## config.mk

```make
export PLATFORM = sky130hd
export DESIGN_NAME = url_percent_decoder_flat
export DESIGN_NICKNAME = d
export VERILOG_FILES = /design/src/hdl/upd_pkg.sv /design/src/hdl/upd_in_if.sv /design/src/hdl/upd_out_if.sv /design/src/hdl/upd_front.sv /design/src/hdl/upd_queue.sv /design/src/hdl/upd_back.sv /design/src/hdl/url_percent_decoder.sv /design/src/flat_wrapper.sv
export SDC_FILE = /design/constraint.sdc
export NUM_CORES = 1
export LEC_CHECK = 0
export BUFFER_PORTS_ARGS = -buffer_cell sky130_fd_sc_hd__buf_4
export CORE_UTILIZATION = 30
export DETAILED_ROUTE_END_ITERATION = 16
export PLACE_DENSITY_LB_ADDON = 0.1
export SYNTH_ARGS = -nofsm -noshare
export SYNTH_HDL_FRONTEND = slang
export SYNTH_HIERARCHICAL = 1
export SYNTH_SLANG_ARGS = --single-unit
```

## constraint.sdc

```tcl
create_clock -name clk -period 8.35 [get_ports clk]
set_clock_uncertainty 0.2 [all_clocks]
set_input_delay 2.0875 -clock clk [delete_from_list [all_inputs] [get_ports clk]]
set_output_delay 2.0875 -clock clk [all_outputs]
set_load 0.005 [all_outputs]
```

## src/hdl/upd_pkg.sv

```systemverilog
`timescale 1ns / 1ps

package upd_pkg;

  localparam logic [7:0] CH_PERCENT = 8'h25;
  localparam logic [7:0] CH_PLUS    = 8'h2B;
  localparam logic [7:0] CH_SPACE   = 8'h20;

  localparam int QUEUE_DEPTH = 4;

  typedef enum logic [1:0] {
    PH_IDLE,
    PH_PCT,
    PH_DIG
  } phase_t;

  // Up to three decoded bytes released by one input byte; last applies to
  // the final byte of the group.
  typedef struct packed {
    logic [1:0]      cnt;
    logic [2:0][7:0] bytes;
    logic            last;
  } grp_t;

  // Bit 4 set: not a hex digit. Bits 3:0: digit value.
  function automatic logic [4:0] hex_value(input logic [7:0] c);
    logic is_num;
    logic is_upper;
    logic is_lower;
    logic [3:0] val;
    is_num   = (c >= 8'h30) && (c <= 8'h39);
    is_upper = (c >= 8'h41) && (c <= 8'h46);
    is_lower = (c >= 8'h61) && (c <= 8'h66);
    val      = c[6] ? (c[3:0] + 4'd9) : c[3:0];
    return {!(is_num || is_upper || is_lower), val};
  endfunction

endpackage

```

## src/hdl/upd_in_if.sv

```systemverilog
`timescale 1ns / 1ps

interface upd_in_if;
  logic       valid;
  logic       ready;
  logic [7:0] in_byte;
  logic       in_last;

  modport source (output valid, output in_byte, output in_last, input ready);
  modport sink (input valid, input in_byte, input in_last, output ready);
endinterface

```

## src/hdl/upd_out_if.sv

```systemverilog
`timescale 1ns / 1ps

interface upd_out_if;
  logic       valid;
  logic       ready;
  logic [7:0] out_byte;
  logic       out_last;

  modport source (output valid, output out_byte, output out_last, input ready);
  modport sink (input valid, input out_byte, input out_last, output ready);
endinterface

```

## src/hdl/upd_front.sv

```systemverilog
`timescale 1ns / 1ps

module upd_front (
  input  logic          clk,
  input  logic          rst_n,
  upd_in_if.sink        in_ch,
  input  logic          q_full,
  output logic          push,
  output upd_pkg::grp_t grp
);
  import upd_pkg::*;

  phase_t     phase_r, phase_nxt;
  logic [7:0] held_r, held_nxt;

  logic       acc;
  logic [4:0] hv;
  logic [4:0] held_hv;
  logic       is_hex;
  logic [1:0] pre_cnt;
  logic       do_plain;
  logic       dec_emit;
  logic       emit;
  logic [7:0] emit_byte;

  assign in_ch.ready = !q_full;
  assign acc         = in_ch.valid && in_ch.ready;
  assign hv          = hex_value(in_ch.in_byte);
  assign held_hv     = hex_value(held_r);
  assign is_hex      = !hv[4];

  always_comb begin
    phase_nxt = phase_r;
    held_nxt  = held_r;
    pre_cnt   = 2'd0;
    do_plain  = 1'b0;
    dec_emit  = 1'b0;
    emit      = 1'b0;
    emit_byte = in_ch.in_byte;

    unique case (phase_r)
      PH_PCT: begin
        if (is_hex && !in_ch.in_last) begin
          held_nxt  = in_ch.in_byte;
          phase_nxt = PH_DIG;
        end else begin
          // flush the literal '%', then treat the byte as plain text
          pre_cnt  = 2'd1;
          do_plain = 1'b1;
        end
      end
      PH_DIG: begin
        if (is_hex) begin
          dec_emit  = 1'b1;
          phase_nxt = PH_IDLE;
        end else begin
          pre_cnt  = 2'd2;
          do_plain = 1'b1;
        end
      end
      default: do_plain = 1'b1;
    endcase

    if (dec_emit) begin
      emit      = 1'b1;
      emit_byte = {held_hv[3:0], hv[3:0]};
    end else if (do_plain) begin
      if (in_ch.in_byte == CH_PERCENT && !in_ch.in_last) begin
        phase_nxt = PH_PCT;
      end else begin
        emit      = 1'b1;
        emit_byte = (in_ch.in_byte == CH_PLUS) ? CH_SPACE : in_ch.in_byte;
        phase_nxt = PH_IDLE;
      end
    end

    grp.cnt      = pre_cnt + {1'b0, emit};
    grp.last     = in_ch.in_last;
    grp.bytes[0] = (pre_cnt == 2'd0) ? emit_byte : CH_PERCENT;
    grp.bytes[1] = (pre_cnt == 2'd1) ? emit_byte : held_r;
    grp.bytes[2] = emit_byte;
  end

  assign push = acc && (grp.cnt != 2'd0);

  always_ff @(posedge clk) begin
    if (!rst_n) begin
      phase_r <= PH_IDLE;
      held_r  <= 8'd0;
    end else if (acc) begin
      phase_r <= phase_nxt;
      held_r  <= held_nxt;
    end
  end

endmodule

```

## src/hdl/upd_queue.sv

```systemverilog
`timescale 1ns / 1ps

module upd_queue #(
  parameter int Depth = upd_pkg::QUEUE_DEPTH
) (
  input  logic          clk,
  input  logic          rst_n,
  input  logic          push,
  input  upd_pkg::grp_t wr,
  output logic          full,
  input  logic          pop,
  output upd_pkg::grp_t rd,
  output logic          empty
);
  import upd_pkg::*;

  localparam int AW = (Depth > 1) ? $clog2(Depth) : 1;
  localparam int CW = $clog2(Depth + 1);
  localparam logic [AW-1:0] LastIdx = AW'(Depth - 1);

  grp_t          mem_r [Depth];
  logic [AW-1:0] wp_r, wp_nxt;
  logic [AW-1:0] rp_r, rp_nxt;
  logic [CW-1:0] cnt_r, cnt_nxt;

  assign full  = (cnt_r == CW'(Depth));
  assign empty = (cnt_r == '0);
  assign rd    = mem_r[rp_r];

  always_comb begin
    wp_nxt  = wp_r;
    rp_nxt  = rp_r;
    cnt_nxt = cnt_r;
    if (push) begin
      wp_nxt = (wp_r == LastIdx) ? '0 : wp_r + 1'b1;
    end
    if (pop) begin
      rp_nxt = (rp_r == LastIdx) ? '0 : rp_r + 1'b1;
    end
    unique case ({push, pop})
      2'b10:   cnt_nxt = cnt_r + 1'b1;
      2'b01:   cnt_nxt = cnt_r - 1'b1;
      default: cnt_nxt = cnt_r;
    endcase
  end

  always_ff @(posedge clk) begin
    if (!rst_n) begin
      wp_r  <= '0;
      rp_r  <= '0;
      cnt_r <= '0;
    end else begin
      wp_r  <= wp_nxt;
      rp_r  <= rp_nxt;
      cnt_r <= cnt_nxt;
    end
  end

  always_ff @(posedge clk) begin
    if (push) begin
      mem_r[wp_r] <= wr;
    end
  end

endmodule

```

## src/hdl/upd_back.sv

```systemverilog
`timescale 1ns / 1ps

module upd_back (
  input  logic          clk,
  input  logic          rst_n,
  upd_out_if.source     out_ch,
  input  upd_pkg::grp_t rd,
  input  logic          empty,
  output logic          pop
);
  import upd_pkg::*;

  grp_t       cur_r;
  logic       cur_v_r, cur_v_nxt;
  logic [1:0] idx_r, idx_nxt;
  logic       take;
  logic       final_beat;

  assign take       = out_ch.valid && out_ch.ready;
  assign final_beat = (idx_r == (cur_r.cnt - 2'd1));

  // load the next group when idle or when the last beat of this one leaves
  assign pop = !empty && (!cur_v_r || (take && final_beat));

  assign out_ch.valid    = cur_v_r;
  assign out_ch.out_byte = cur_r.bytes[idx_r];
  assign out_ch.out_last = cur_r.last && final_beat;

  always_comb begin
    cur_v_nxt = cur_v_r;
    idx_nxt   = idx_r;
    if (pop) begin
      cur_v_nxt = 1'b1;
      idx_nxt   = 2'd0;
    end else if (take) begin
      if (final_beat) begin
        cur_v_nxt = 1'b0;
      end else begin
        idx_nxt = idx_r + 2'd1;
      end
    end
  end

  always_ff @(posedge clk) begin
    if (!rst_n) begin
      cur_v_r <= 1'b0;
      idx_r   <= 2'd0;
    end else begin
      cur_v_r <= cur_v_nxt;
      idx_r   <= idx_nxt;
    end
  end

  always_ff @(posedge clk) begin
    if (pop) begin
      cur_r <= rd;
    end
  end

endmodule

```

## src/hdl/url_percent_decoder.sv

```systemverilog
`timescale 1ns / 1ps
// Channel   Dir  Handshake      Payload
// in_ch     in   valid/ready    in_byte[7:0], in_last
// out_ch    out  valid/ready    out_byte[7:0], out_last
//
// One input byte is taken per cycle while the group queue has room; each
// byte yields zero to three decoded bytes, sent from the output register
// one per cycle while out_ch.ready is high; a broken escape adds up to two.
// Reset (rst_n low, synchronous) clears the escape state and the queue.
// A stalled output fills the QueueDepth-entry queue, then in_ch.ready drops.

module url_percent_decoder #(
  parameter int QueueDepth = upd_pkg::QUEUE_DEPTH
) (
  input  logic      clk,
  input  logic      rst_n,
  upd_in_if.sink    in_ch,
  upd_out_if.source out_ch
);
  import upd_pkg::*;

  grp_t wr_grp;
  grp_t rd_grp;
  logic push;
  logic pop;
  logic q_full;
  logic q_empty;

  upd_front u_front (
    .clk    (clk),
    .rst_n  (rst_n),
    .in_ch  (in_ch),
    .q_full (q_full),
    .push   (push),
    .grp    (wr_grp)
  );

  upd_queue #(
    .Depth (QueueDepth)
  ) u_queue (
    .clk   (clk),
    .rst_n (rst_n),
    .push  (push),
    .wr    (wr_grp),
    .full  (q_full),
    .pop   (pop),
    .rd    (rd_grp),
    .empty (q_empty)
  );

  upd_back u_back (
    .clk    (clk),
    .rst_n  (rst_n),
    .out_ch (out_ch),
    .rd     (rd_grp),
    .empty  (q_empty),
    .pop    (pop)
  );

endmodule

```

## src/flat_wrapper.sv

```systemverilog
// flat-port wrapper written by rule: the top's interface ports become plain ports
module url_percent_decoder_flat import upd_pkg::*;
#(
  parameter int QueueDepth = upd_pkg::QUEUE_DEPTH
)
  (clk, rst_n, in_ch_valid, in_ch_in_byte, in_ch_in_last, in_ch_ready, out_ch_valid, out_ch_out_byte, out_ch_out_last, out_ch_ready);
  upd_in_if in_ch_i ();
  upd_out_if out_ch_i ();
  input  logic clk;
  input  logic rst_n;
  input wire logic [$bits(in_ch_i.valid)-1:0] in_ch_valid;
  input wire logic [$bits(in_ch_i.in_byte)-1:0] in_ch_in_byte;
  input wire logic [$bits(in_ch_i.in_last)-1:0] in_ch_in_last;
  output wire logic [$bits(in_ch_i.ready)-1:0] in_ch_ready;
  output wire logic [$bits(out_ch_i.valid)-1:0] out_ch_valid;
  output wire logic [$bits(out_ch_i.out_byte)-1:0] out_ch_out_byte;
  output wire logic [$bits(out_ch_i.out_last)-1:0] out_ch_out_last;
  input wire logic [$bits(out_ch_i.ready)-1:0] out_ch_ready;
  assign in_ch_i.valid = in_ch_valid;
  assign in_ch_i.in_byte = in_ch_in_byte;
  assign in_ch_i.in_last = in_ch_in_last;
  assign in_ch_ready = in_ch_i.ready;
  assign out_ch_valid = out_ch_i.valid;
  assign out_ch_out_byte = out_ch_i.out_byte;
  assign out_ch_out_last = out_ch_i.out_last;
  assign out_ch_i.ready = out_ch_ready;
  url_percent_decoder #(.QueueDepth(QueueDepth)) u_core (.clk(clk), .rst_n(rst_n), .in_ch(in_ch_i), .out_ch(out_ch_i));
endmodule
```

==> results of run 1 <==
[logic make-up after synthesis]
logic type	Yosys count
multiplexers	51
flip-flops	157
AO/OA/AOI/OAI	59
XOR/XNOR	8
adder cells (fa/ha/maj)	14
buffers and inverters	32
AND/OR/NAND/NOR	93
[final cells by class]
type,instances,area [sq um]
sequential,157,4500
tap,280,350
clock inverter,14,144
inverter,14,52.6
multi-input combinational,225,2130
timing repair buffer,25,188
fill,2111,14200
clock buffer,18,429
[layer usage]
metal,up-vias,track usage,wire (um)
li1,1681,-,-
met1,1857,0.172,6730
met2,63,0.197,6330
met3,10,0.0338,479
met4,0,0.0390,131
met5,-,0,0
[metrics by stage]
| stage | power, W | utilization |
|---|---|---|
| final | 0.00224 | 0.354 |
| after global routing | 0.00236 | 0.354 |
| after CTS | 0.00228 | 0.354 |
| after detailed placement | 0.00153 | 0.328 |
| after global placement | 0.00152 | 0.328 |
| after floorplan | 0.00138 | - |
[how the worst max path moves through the flow]
stage | start | end | slack, ns | cells after the start
after global placement | in_ch_in_byte[0] | u_core/u_queue/cnt_r[2]$_SDFFE_PN0P_ | 2.12 | 17
final | in_ch_in_byte[0] | u_core/u_queue/cnt_r[2]$_SDFFE_PN0P_ | 2.46 | 17
after floorplan | in_ch_in_byte[0] | u_core/u_queue/cnt_r[2]$_SDFFE_PN0P_ | 2.41 | 17
after detailed placement | in_ch_in_byte[0] | u_core/u_queue/cnt_r[2]$_SDFFE_PN0P_ | 2.01 | 17
after global routing | in_ch_in_byte[1] | u_core/u_queue/cnt_r[2]$_SDFFE_PN0P_ | 2.23 | 17
after CTS | in_ch_in_byte[0] | u_core/u_queue/cnt_r[2]$_SDFFE_PN0P_ | 2.46 | 17
[state kept, by name, summed over array words and instances (netlist names), named ones only]
name                        cells
u_core/u_back/out_ch.valid      1
u_core/u_back/cur_r            27
u_core/u_front/held_r           8
u_core/u_front/phase_r          2
u_core/u_queue/rp_r             2
u_core/u_queue/cnt_r            3
u_core/u_queue/wp_r             2
u_core/u_queue/mem_r          108
u_core/u_back/idx_r             2
[cells in the mapped netlist (2+ instances only)]
cell | number | area, sq um
edfxtp_1 | 135 | 4050
dfxtp_1 | 22 | 440
mux4_2 | 20 | 450
nand2_1 | 20 | 75.1
o21ai_0 | 19 | 95.1
inv_1 | 14 | 52.6
mux2i_1 | 14 | 140
ha_1 | 13 | 163
nand3_1 | 13 | 65.1
mux2_2 | 10 | 113
nor2b_1 | 10 | 62.6
nor2_1 | 9 | 33.8
a21boi_0 | 8 | 60.1
and2_1 | 8 | 50.1
mux4_1 | 7 | 184
clkbuf_1 | 6 | 22.5
nand2b_1 | 6 | 37.5
buf_2 | 5 | 25.0
nor3_1 | 4 | 20.0
nor3b_1 | 4 | 30.0
xnor2_1 | 4 | 35.0
buf_6 | 3 | 33.8
o21a_1 | 3 | 22.5
o31a_1 | 3 | 26.3
o31ai_1 | 3 | 22.5
xor2_1 | 3 | 26.3
a211oi_1 | 2 | 15.0
a211oi_2 | 2 | 25.0
a21oi_1 | 2 | 10.0
buf_12 | 2 | 40.0
nor4b_1 | 2 | 17.5
o22ai_1 | 2 | 12.5
or2_1 | 2 | 12.5
or4_1 | 2 | 15.0
[power by group]
group,switching [W],internal [W]
Clock,0.000304,0.000440
Combinational,0.000187,0.000197
Sequential,0.0000919,0.00102
[critical path: stages]
cell and delay, ns:
buf_4 0.11, inv_1 0.06, ha_1 0.20, nor3b_1 0.17
o32a_4 0.40, or4_1 0.57, a211oi_2 0.30, nor2_1 0.07
ha_1 0.35, o31a_1 0.38, inv_1 0.10, ha_1 0.18
inv_1 0.06, fa_1 0.37, xor2_1 0.17, or3_1 0.30
a21boi_0 0.16
==> metrics.yaml, run 1 <==
global_routing:
  grtUsageTotal: 0.126
  gr-total-overflow: 0
  grt_pass1_wl_mm: 21.8
  grt_max_degree: 32
  grt_pass1_vias: 3767
  antenna_found_initial: 0
hold_path:
  hold_class: "flip-flop to flip-flop"
  hold_path_end: "u_core/u_front/held_r[7]$_SDFFE_PN0P_"
  min_from: "u_core/u_front/held_r[7]$_SDFFE_PN0P_"
  hold_depth: 2
route:
  drt_wl_total_mm: 13.7
  drt_first_iter_violations: 184
  via_per_inst: 4.93
  dr.pass1.iters: 6
  dr_total_vias: 3611
  wl_per_cell_um: 18.6
  drc: 0
  final_antenna_net_count: 0
synth:
  synthSimpleGateAreaFrac: 0.0791
  synth_seq_area_share: 0.661
  netlist_area_sq_um: 6800
  synth_top_family_by_area: "multiplexers"
  netlist_instances: 414
  async_flop_share: 0
  yosysWarnings: 6
  synth-compound-area-share: 0.0637
  synth.avg_cell_area_sq_um: 16.4
  synth_edf_count: 135
  synthMuxAreaShare: 0.130
  syn_nets: 441
  synth_fa_ha_area_frac: 0.0269
  synth_cell_type_count: 66
  ys_seq_elements: 157
  synth_xor_area_frac: 0.0114
  synth_ff_type: "edfxtp_1"
worst_setup_path:
  rrSetupSlack_ns: 4.82
  reg2regPathDepth: 13
  cp-end-kind: "flip-flop"
  cp.required_ns: 8.50
  crit_path_start_kind: "primary input"
  cp.arrival_ns: 6.04
  crit_fanout: 8
  critPathKind: "primary input to flip-flop"
  timing.rr.start: "u_core/u_front/phase_r[0]$_SDFFE_PN0P_"
  rr_endpoint: "u_core/u_queue/cnt_r[2]$_SDFFE_PN0P_"
clocking:
  cts.path.max_buffers: 2
  htreeDepth: 4
  cts.clk_slew.worst_paths_ns: 0.07
  numCtsBuffers: 17
  cts_setup_buffers: 0
  cts.sinks: 157
  clockRootBuffer: "clkbuf_16"
  clk_latency_ns: 0.42
  postCtsResizedCells: 0
  cts_tree: "yes"
  postCtsHoldBufs: 0
place:
  place_ws_ns: 2.01
  placedInstanceArea_sq_um: 7210
  dp.cells: 701
  gp_congestion: 0.795
  portBuffers: 23
  dp_hpwl_mm: 8.63
sta:
  max_freq_mhz: 170
  final_max_slew_viol_count: 0
  holdWs_ns: 0.240
  rsz0062_at_grt: "no"
  finalSetupViolCount: 0
  period_minus_slack_ns: 5.89
  tns_ns: 0
  slew_headroom: 0.305
  setup_ws_ns: 2.46
  period_share: 0.705
  tightest_slew_ns: 1.04
  hold_violations: 0
finish:
  nets: 467
  syn2layout_area_growth_pct: 14.6
  fin_area_sq_um: 7790
  final_cell_mix: "135 x edfxtp_1, 25 x buf_4, 20 x nand2_1, 20 x dfxtp_1, 20 x mux4_2"
  layout-drive-gt1-share: 0.227
  antennaDiodeCount: 0
  fin_cells: 733
  final_common_cell: "edfxtp_1"
die:
  die_w_um: 153
  core_sq_um: 22000
  dieArea_sq_um: 23300
  initial_core_util: 0.309
  fp.dieH_um: 153
  rows: 54
  io_pins: 24
flow_run:
  max_cap_violations: 0
pwr:
  cellPowerDensity_nw_per_um2: 288
  leakagePower_nw: 2.55
  ir_worst_vdd_uv: 133
outcome:
  status: "complete, no violations"
Note: power is estimated with default switching activity, not from simulation.
==> run 2, diff against run 1 <==
Clock period 8.35 ns to 5.6 ns, I/O delays scaled along.
==> metrics.yaml, run 2 (synthesis results as in run 1) <==
worst_setup_path:
  crit_buf_inv: 4  # unchanged
  crit_family: "compound AO/OA/AOI/OAI gates"
  slowest_stage: "or4_1"
  crit_path_start_kind: "primary input"
  timing.rr.start: "u_core/u_front/phase_r[0]$_SDFFE_PN0P_"
  rr_endpoint: "u_core/u_queue/cnt_r[2]$_SDFFE_PN0P_"
  reg2regPathDepth: 13  # unchanged
  cp.required_ns: 5.75  # -2.75 ns
  slowest_delay_ns: 0.45  # -0.12 ns
  cp.arrival_ns: 5.16  # -0.88 ns
  critPathKind: "primary input to flip-flop"
  cp-end-kind: "flip-flop"
  rrSetupSlack_ns: 2.14  # -2.68 ns
  cp_cell_sequence: "buf_4 > inv_1 > ha_1 > nor3b_1 > o32a_4 > or4_1 > a211oi_2 > nor2_1 > ha_1 > o31a_1 > inv_1 > ha_1 > inv_1 > fa_1 > xor2_1 > or3_1 > a21boi_0"
  crit_fanout: 6  # -2
clocking:
  postCtsHoldBufs: 0  # unchanged
  cts_tree: "yes"
  clk_latency_ns: 0.42  # about the same
  cts_setup_buffers: 0  # unchanged
  cts.clk_slew.worst_paths_ns: 0.06  # about the same
  cts.sinks: 157  # unchanged
  htreeDepth: 4  # unchanged
  numCtsBuffers: 17  # unchanged
  postCtsResizedCells: 0  # unchanged
  clockRootBuffer: "clkbuf_16"
  cts.path.max_buffers: 2  # unchanged
pwr:
  leakagePower_nw: 2.62  # +2.8%
  p_sw_frac: 0.258  # -0.00200
  p_sw_w: 0.000884  # +52%
  pwr-share-seq: 0.471  # -0.026
  ir_worst_vdd_uv: 200  # +50%
  finalPower_w: 0.00342  # +53%
  cellPowerDensity_nw_per_um2: 431  # +50%
  comb_power_share: 0.185  # +0.014
  intPower_w: 0.00254  # +53%
  clkPwrFrac: 0.343  # +0.011
finish:
  nets: 476  # +1.9%
  max_flop_register: "u_core/u_queue/mem_r"
  layout-drive-gt1-share: 0.238  # +0.0107
  final_cell_mix: "135 x edfxtp_1, 30 x buf_4, 20 x nand2_1, 20 x dfxtp_1, 20 x mux4_2"
  post-route-util: 0.360  # +0.00687
  fillers: 2107  # -0.19%
  syn2layout_area_growth_pct: 16.8
  final_common_cell: "edfxtp_1"
  top_regs: "u_core/u_queue/mem_r x108, u_core/u_back/cur_r x27, u_core/u_front/held_r x8"
  largest_reg_flops: 108  # unchanged
  fin_cells: 742  # +1.2%
  fin_area_sq_um: 7940  # +1.9%
  antennaDiodeCount: 0  # unchanged
sta:
  finalSetupViolCount: 0  # unchanged
  final_max_slew_viol_count: 0  # unchanged
  max_freq_mhz: 200
  period_minus_slack_ns: 5.00
  slew_headroom: 0.365  # +0.0591
  rsz0062_at_grt: "no"
  hold_violations: 0  # unchanged
  period_share: 0.893
  tightest_slew_ns: 0.951  # -0.0904 ns
  tns_ns: 0  # unchanged
route:
  final_antenna_net_count: 0  # unchanged
  wl_per_cell_um: 18.4  # -1.3%
  drc: 0  # unchanged
  drt_wl_total_mm: 13.7  # -0.11%
  dr.pass1.iters: 6  # unchanged
  drt_first_iter_violations: 171  # -7.1%
  via_per_inst: 4.85  # -1.6%
  dr_total_vias: 3597  # -0.39%
die:
  die_w_um: 153  # unchanged
  rows: 54  # unchanged
  core_sq_um: 22000  # unchanged
  io_pins: 24  # unchanged
  fp.dieH_um: 153  # unchanged
  dieArea_sq_um: 23300  # unchanged
  initial_core_util: 0.309  # unchanged
place:
  portBuffers: 23  # unchanged
  dp.cells: 710  # +1.3%
  placedInstanceArea_sq_um: 7330  # +1.6%
  gp_congestion: 0.779  # -2.0%
  dp_hpwl_mm: 8.50  # -1.5%
hold_path:
  hold_depth: 2  # unchanged
  hold_class: "flip-flop to flip-flop"
  min_from: "u_core/u_front/held_r[7]$_SDFFE_PN0P_"
  hold_path_end: "u_core/u_front/held_r[7]$_SDFFE_PN0P_"
global_routing:
  grt_pass1_vias: 3643  # -3.3%
  grt_max_degree: 32  # unchanged
  antenna_found_initial: 0  # unchanged
  gr-total-overflow: 0  # unchanged
  grt_pass1_wl_mm: 21.3  # -2.1%
  grtUsageTotal: 0.125  # -0.00147
flow_run:
  max_cap_violations: 0  # unchanged
outcome:
  status: "complete, no violations"
run 2: changes by cell type in the layout (fill, tap and decap cells not counted):
cell        delta
and2_1         +4
and2_2         -4
buf_12         +4
buf_4          +5
bufinv_16      +1
clkbuf_1       -1
clkinv_1       -1
clkinv_2       -1
clkinv_4       -1
clkinvlp_4     +1
inv_8          +2
run 2: how the worst max path moves through the flow:
stage | from | depth (start not counted) | endpoint
global route | in_ch_in_byte[0] | 17 | u_core/u_queue/cnt_r[2]$_SDFFE_PN0P_
CTS | in_ch_in_byte[0] | 17 | u_core/u_queue/cnt_r[2]$_SDFFE_PN0P_
global placement | in_ch_in_byte[0] | 17 | u_core/u_queue/cnt_r[2]$_SDFFE_PN0P_
detailed placement | in_ch_in_byte[0] | 17 | u_core/u_queue/cnt_r[2]$_SDFFE_PN0P_
finish | in_ch_in_byte[0] | 17 | u_core/u_queue/cnt_r[2]$_SDFFE_PN0P_
floorplan | in_ch_in_byte[0] | 17 | u_core/u_queue/cnt_r[2]$_SDFFE_PN0P_
run 2: layer usage:
layer | part of all wire | global-route usage
met5 | 0 | 0
met1 | 0.47 | 0.161
met2 | 0.48 | 0.201
met3 | 0.037 | 0.0330
met4 | 0.014 | 0.0481
run 2: per-stage QoR:
stage,setup slack (ns),hold slack (ns)
global placement,0.253,0.221
global route,0.473,0.251
CTS,0.631,0.229
floorplan,0.352,0.206
detailed placement,0.182,0.220
finish,0.597,0.225
run 2: cell type report:
type | count | area [sq um] | area share
clock buffers | 17 | 425 | 0.0536
clock inverters | 15 | 186 | 0.0235
inverters | 14 | 52.6 | 0.00662
multi-input cells | 225 | 2120 | 0.267
flip-flops and latches | 157 | 4500 | 0.566
well taps | 280 | 350 | 0.0441
repair buffers | 34 | 305 | 0.0385
run 2: power by group through the flow:
stage	logic, W	clock network [W]	registers [W]
after floorplan	0.000466	0	0.00160
after global placement	0.000649	0	0.00164
after detailed placement	0.000656	0	0.00165
after CTS	0.000656	0.00121	0.00162
after global routing	0.000710	0.00125	0.00164
final	0.000634	0.00118	0.00161
run 2: worst register-to-register path, cell delays in order, from the launching register on:
cell and delay [ns]:
dfxtp_1 0.35, inv_1 0.05, ha_1 0.42, a211oi_2 0.27, nor2_1 0.07, ha_1 0.35, o31a_1 0.33, inv_1 0.09
ha_1 0.18, inv_1 0.06, fa_1 0.37, xor2_1 0.18, or3_1 0.31, a21boi_0 0.16
==> run 3, diff against run 2 <==
Settings changed: ABC_AREA from default to 1, MAX_ROUTING_LAYER from default to met4.
Clock period 5.6 ns to 5.3 ns, I/O delays scaled along.
==> metrics.yaml, run 3 <==
clocking:
  htreeDepth: 4  # unchanged
  cts.clk_slew.worst_paths_ns: 0.06  # about the same
  postCtsHoldBufs: 0  # unchanged
  cts.path.max_buffers: 2  # unchanged
  cts.sinks: 157  # unchanged
  cts_setup_buffers: 0  # unchanged
  clk_latency_ns: 0.42  # about the same
  numCtsBuffers: 17  # unchanged
  clockRootBuffer: "clkbuf_16"
  postCtsResizedCells: 0  # unchanged
  cts_tree: "yes"
sta:
  rsz0062_at_grt: "no"
  finalSetupViolCount: 0  # unchanged
  tns_ns: 0  # unchanged
  max_freq_mhz: 236
  period_minus_slack_ns: 4.24
  setup_ws_ns: 1.06  # +0.460 ns
  holdWs_ns: 0.252  # +0.0264 ns
  slew_headroom: 0.537  # +0.173
  final_max_slew_viol_count: 0  # unchanged
  tightest_slew_ns: 0.693  # -0.259 ns
  hold_violations: 0  # unchanged
  period_share: 0.801
finish:
  max_flop_register: "u_core/u_queue/mem_r"
  final_common_cell: "edfxtp_1"
  fillers: 2178  # +3.4%
  final_cell_mix: "135 x edfxtp_1, 80 x nor2_1, 69 x nand2_1"
  post-route-util: 0.355  # -0.00545
  antennaDiodeCount: 0  # unchanged
  multi_input_area_sq_um: 1890  # -11%
  layout-drive-gt1-share: 0.143  # -0.0948
  nets: 650  # +37%
  syn2layout_area_growth_pct: 14.9
  seqCellArea_sq_um: 4500  # about the same
  largest_reg_flops: 108  # unchanged
  top_regs: "u_core/u_queue/mem_r x108, u_core/u_back/cur_r x27, u_core/u_front/held_r x8"
die:
  initial_core_util: 0.309  # +0.000398
  io_pins: 24  # unchanged
  die_w_um: 153  # about the same
  dieArea_sq_um: 23300  # +0.12%
  rows: 54  # unchanged
  fp.dieH_um: 153  # about the same
  core_sq_um: 22000  # unchanged
synth:
  synth.top_cell.area_share: 0.596  # -0.000767
  yosysWarnings: 6  # unchanged
  netlist_instances: 595  # +44%
  synth.avg_cell_area_sq_um: 11.4  # -30%
  netlist_top_cells_count: "135 x edfxtp_1, 80 x nor2_1, 69 x nand2_1"
  syn_nets: 622  # +41%
  netlist_area_sq_um: 6810  # +0.13%
  ys_seq_elements: 157  # unchanged
  synth.area.top_cells: "edfxtp_1 60%, dfxtp_1 6.5%, nor2_1 4.4%, o21ai_0 4.4%, nand2_1 3.8%"
  async_flop_share: 0  # unchanged
  synth_top_area_cell: "edfxtp_1"
  synth_edf_count: 135  # unchanged
  synth_seq_area_share: 0.660  # -0.000851
  synth_cell_type_count: 38  # -42%
  synth_ff_type: "edfxtp_1"
  yosysMostFrequentCell: "edfxtp_1"
route:
  drt_first_iter_violations: 345  # +100%
  dr_total_vias: 4293  # +19%
  via_per_inst: 4.69  # -3.2%
  dr.pass1.iters: 6  # unchanged
  drc: 0  # unchanged
  final_antenna_net_count: 0  # unchanged
  wl_per_cell_um: 17.4  # -5.4%
  drt_wl_total_mm: 15.9  # +17%
worst_setup_path:
  cp.arrival_ns: 4.36  # -0.80 ns
  critPathKind: "primary input to flip-flop"
  cp-end-kind: "flip-flop"
  crit_fanout: 5  # -1
  cp.required_ns: 5.42  # -0.33 ns
  crit_path_start_kind: "primary input"
  rrSetupSlack_ns: 1.99  # -0.15 ns
place:
  portBuffers: 23  # unchanged
  dp_hpwl_mm: 9.65  # +14%
  gp_congestion: 0.782  # +0.42%
  place_ws_ns: 0.655  # +0.473 ns
pwr:
  p_sw_w: 0.00125  # +41%
  p_sw_frac: 0.308  # +0.0496
  cellPowerDensity_nw_per_um2: 520  # +21%
  pwr-share-seq: 0.438  # -0.033
  comb_power_share: 0.243  # +0.058
  intPower_w: 0.00281  # +11%
  clkPwrFrac: 0.319  # -0.024
  leakagePower_nw: 2.92  # +12%
  ir_worst_vdd_uv: 203  # +1.5%
global_routing:
  grt_pass1_wl_mm: 25.2  # +18%
  grt_pass1_vias: 4373  # +20%
  antenna_found_initial: 0  # unchanged
  grtUsageTotal: 0.149  # +0.0246
  grt_max_degree: 55  # +72%
  gr-total-overflow: 0  # unchanged
hold_path:
  hold_class: "flip-flop to flip-flop"
flow_run:
  max_cap_violations: 0  # unchanged
outcome:
  status: "complete, no violations"
-- run 3: cell types whose count changed after synthesis, sizes merged, moves of 25 or more --
cell / before / now
inv: 14 / 58
o21ai: 20 / 92
mux4: 27 / 0
nor2: 10 / 85
o22ai: 2 / 27
nand2: 20 / 77
-- run 3: worst paths after layout --
check	from	end	cells after the start
worst max register to register	u_core/u_back/idx_r[1]$_SDFFE_PP0P_	u_core/u_queue/cnt_r[2]$_SDFFE_PN0P_	18
worst max-delay path	in_ch_in_byte[1]	u_core/u_queue/cnt_r[2]$_SDFFE_PN0P_	27
worst min-delay path	u_core/u_front/held_r[7]$_SDFFE_PN0P_	u_core/u_front/held_r[7]$_SDFFE_PN0P_	2
worst min register to register	u_core/u_front/held_r[7]$_SDFFE_PN0P_	u_core/u_front/held_r[7]$_SDFFE_PN0P_	2
-- run 3: final cells by class --
| class | instances | share of cell area |
|---|---|---|
| Sequential cell | 157 | 0.575 |
| Multi-Input combinational cell | 358 | 0.241 |
| Tap cell | 280 | 0.0448 |
| Timing Repair Buffer | 30 | 0.0288 |
| Clock inverter | 12 | 0.0250 |
| Clock buffer | 19 | 0.0554 |
| Inverter | 59 | 0.0299 |
-- run 3: per-layer routing --
layer | part of all wire | track usage
met2 | 0.46 | 0.226
met1 | 0.49 | 0.200
met3 | 0.043 | 0.0296
met5 | 0 | -
met4 | 0.0093 | 0.0491
-- run 3: stage by stage --
step,instance area (sq um),power [W],cells
2_1_floorplan,6810,0.00248,595
3_3_place_gp,7190,0.00280,884
3_5_place_dp,7190,0.00282,884
4_1_cts,7820,0.00412,915
5_1_grt,7820,0.00431,915
6_report,7820,0.00406,915
-- run 3: cells by family (layout without fill, tap and decap cells) --
family / count (synthesis) / after routing / share of synthesized area
AND/OR/NAND/NOR: 200 / 200 / 0.133
buffers and inverters: 80 / 120 / 0.0627
multiplexers: 1 / 1 / 0.00165
flip-flops: 157 / 157 / 0.660
adder cells (fa/ha/maj): 14 / 14 / 0.0268
XOR/XNOR: 5 / 5 / 0.00643
AO/OA/AOI/OAI: 138 / 138 / 0.109
-- run 3: worst max-delay path: stages --
cell	delay (ns)
buf_4	0.12
inv_1	0.12
ha_1	0.19
inv_1	0.06
nand3_1	0.07
nand3_1	0.06
nand2_1	0.16
nand2_4	0.10
a21oi_2	0.14
nand2_1	0.14
nand2_1	0.09
nand2_1	0.05
ha_1	0.19
nand2_1	0.07
nand2_1	0.12
o21ai_1	0.14
inv_1	0.10
inv_1	0.14
ha_1	0.18
inv_1	0.07
fa_1	0.39
inv_1	0.07
nand2_1	0.06
nand3_1	0.08
nand2_1	0.05
inv_1	0.05
nor2_1	0.04
-- run 3: power groups by stage --
stage                     Sequential [W]  Combinational, W  Clock, W
after floorplan                  0.00174          0.000737         0
after global placement           0.00181          0.000991         0
after detailed placement         0.00181           0.00101         0
after CTS                        0.00178           0.00101   0.00132
after global routing             0.00180           0.00113   0.00138
final                            0.00178          0.000989   0.00130
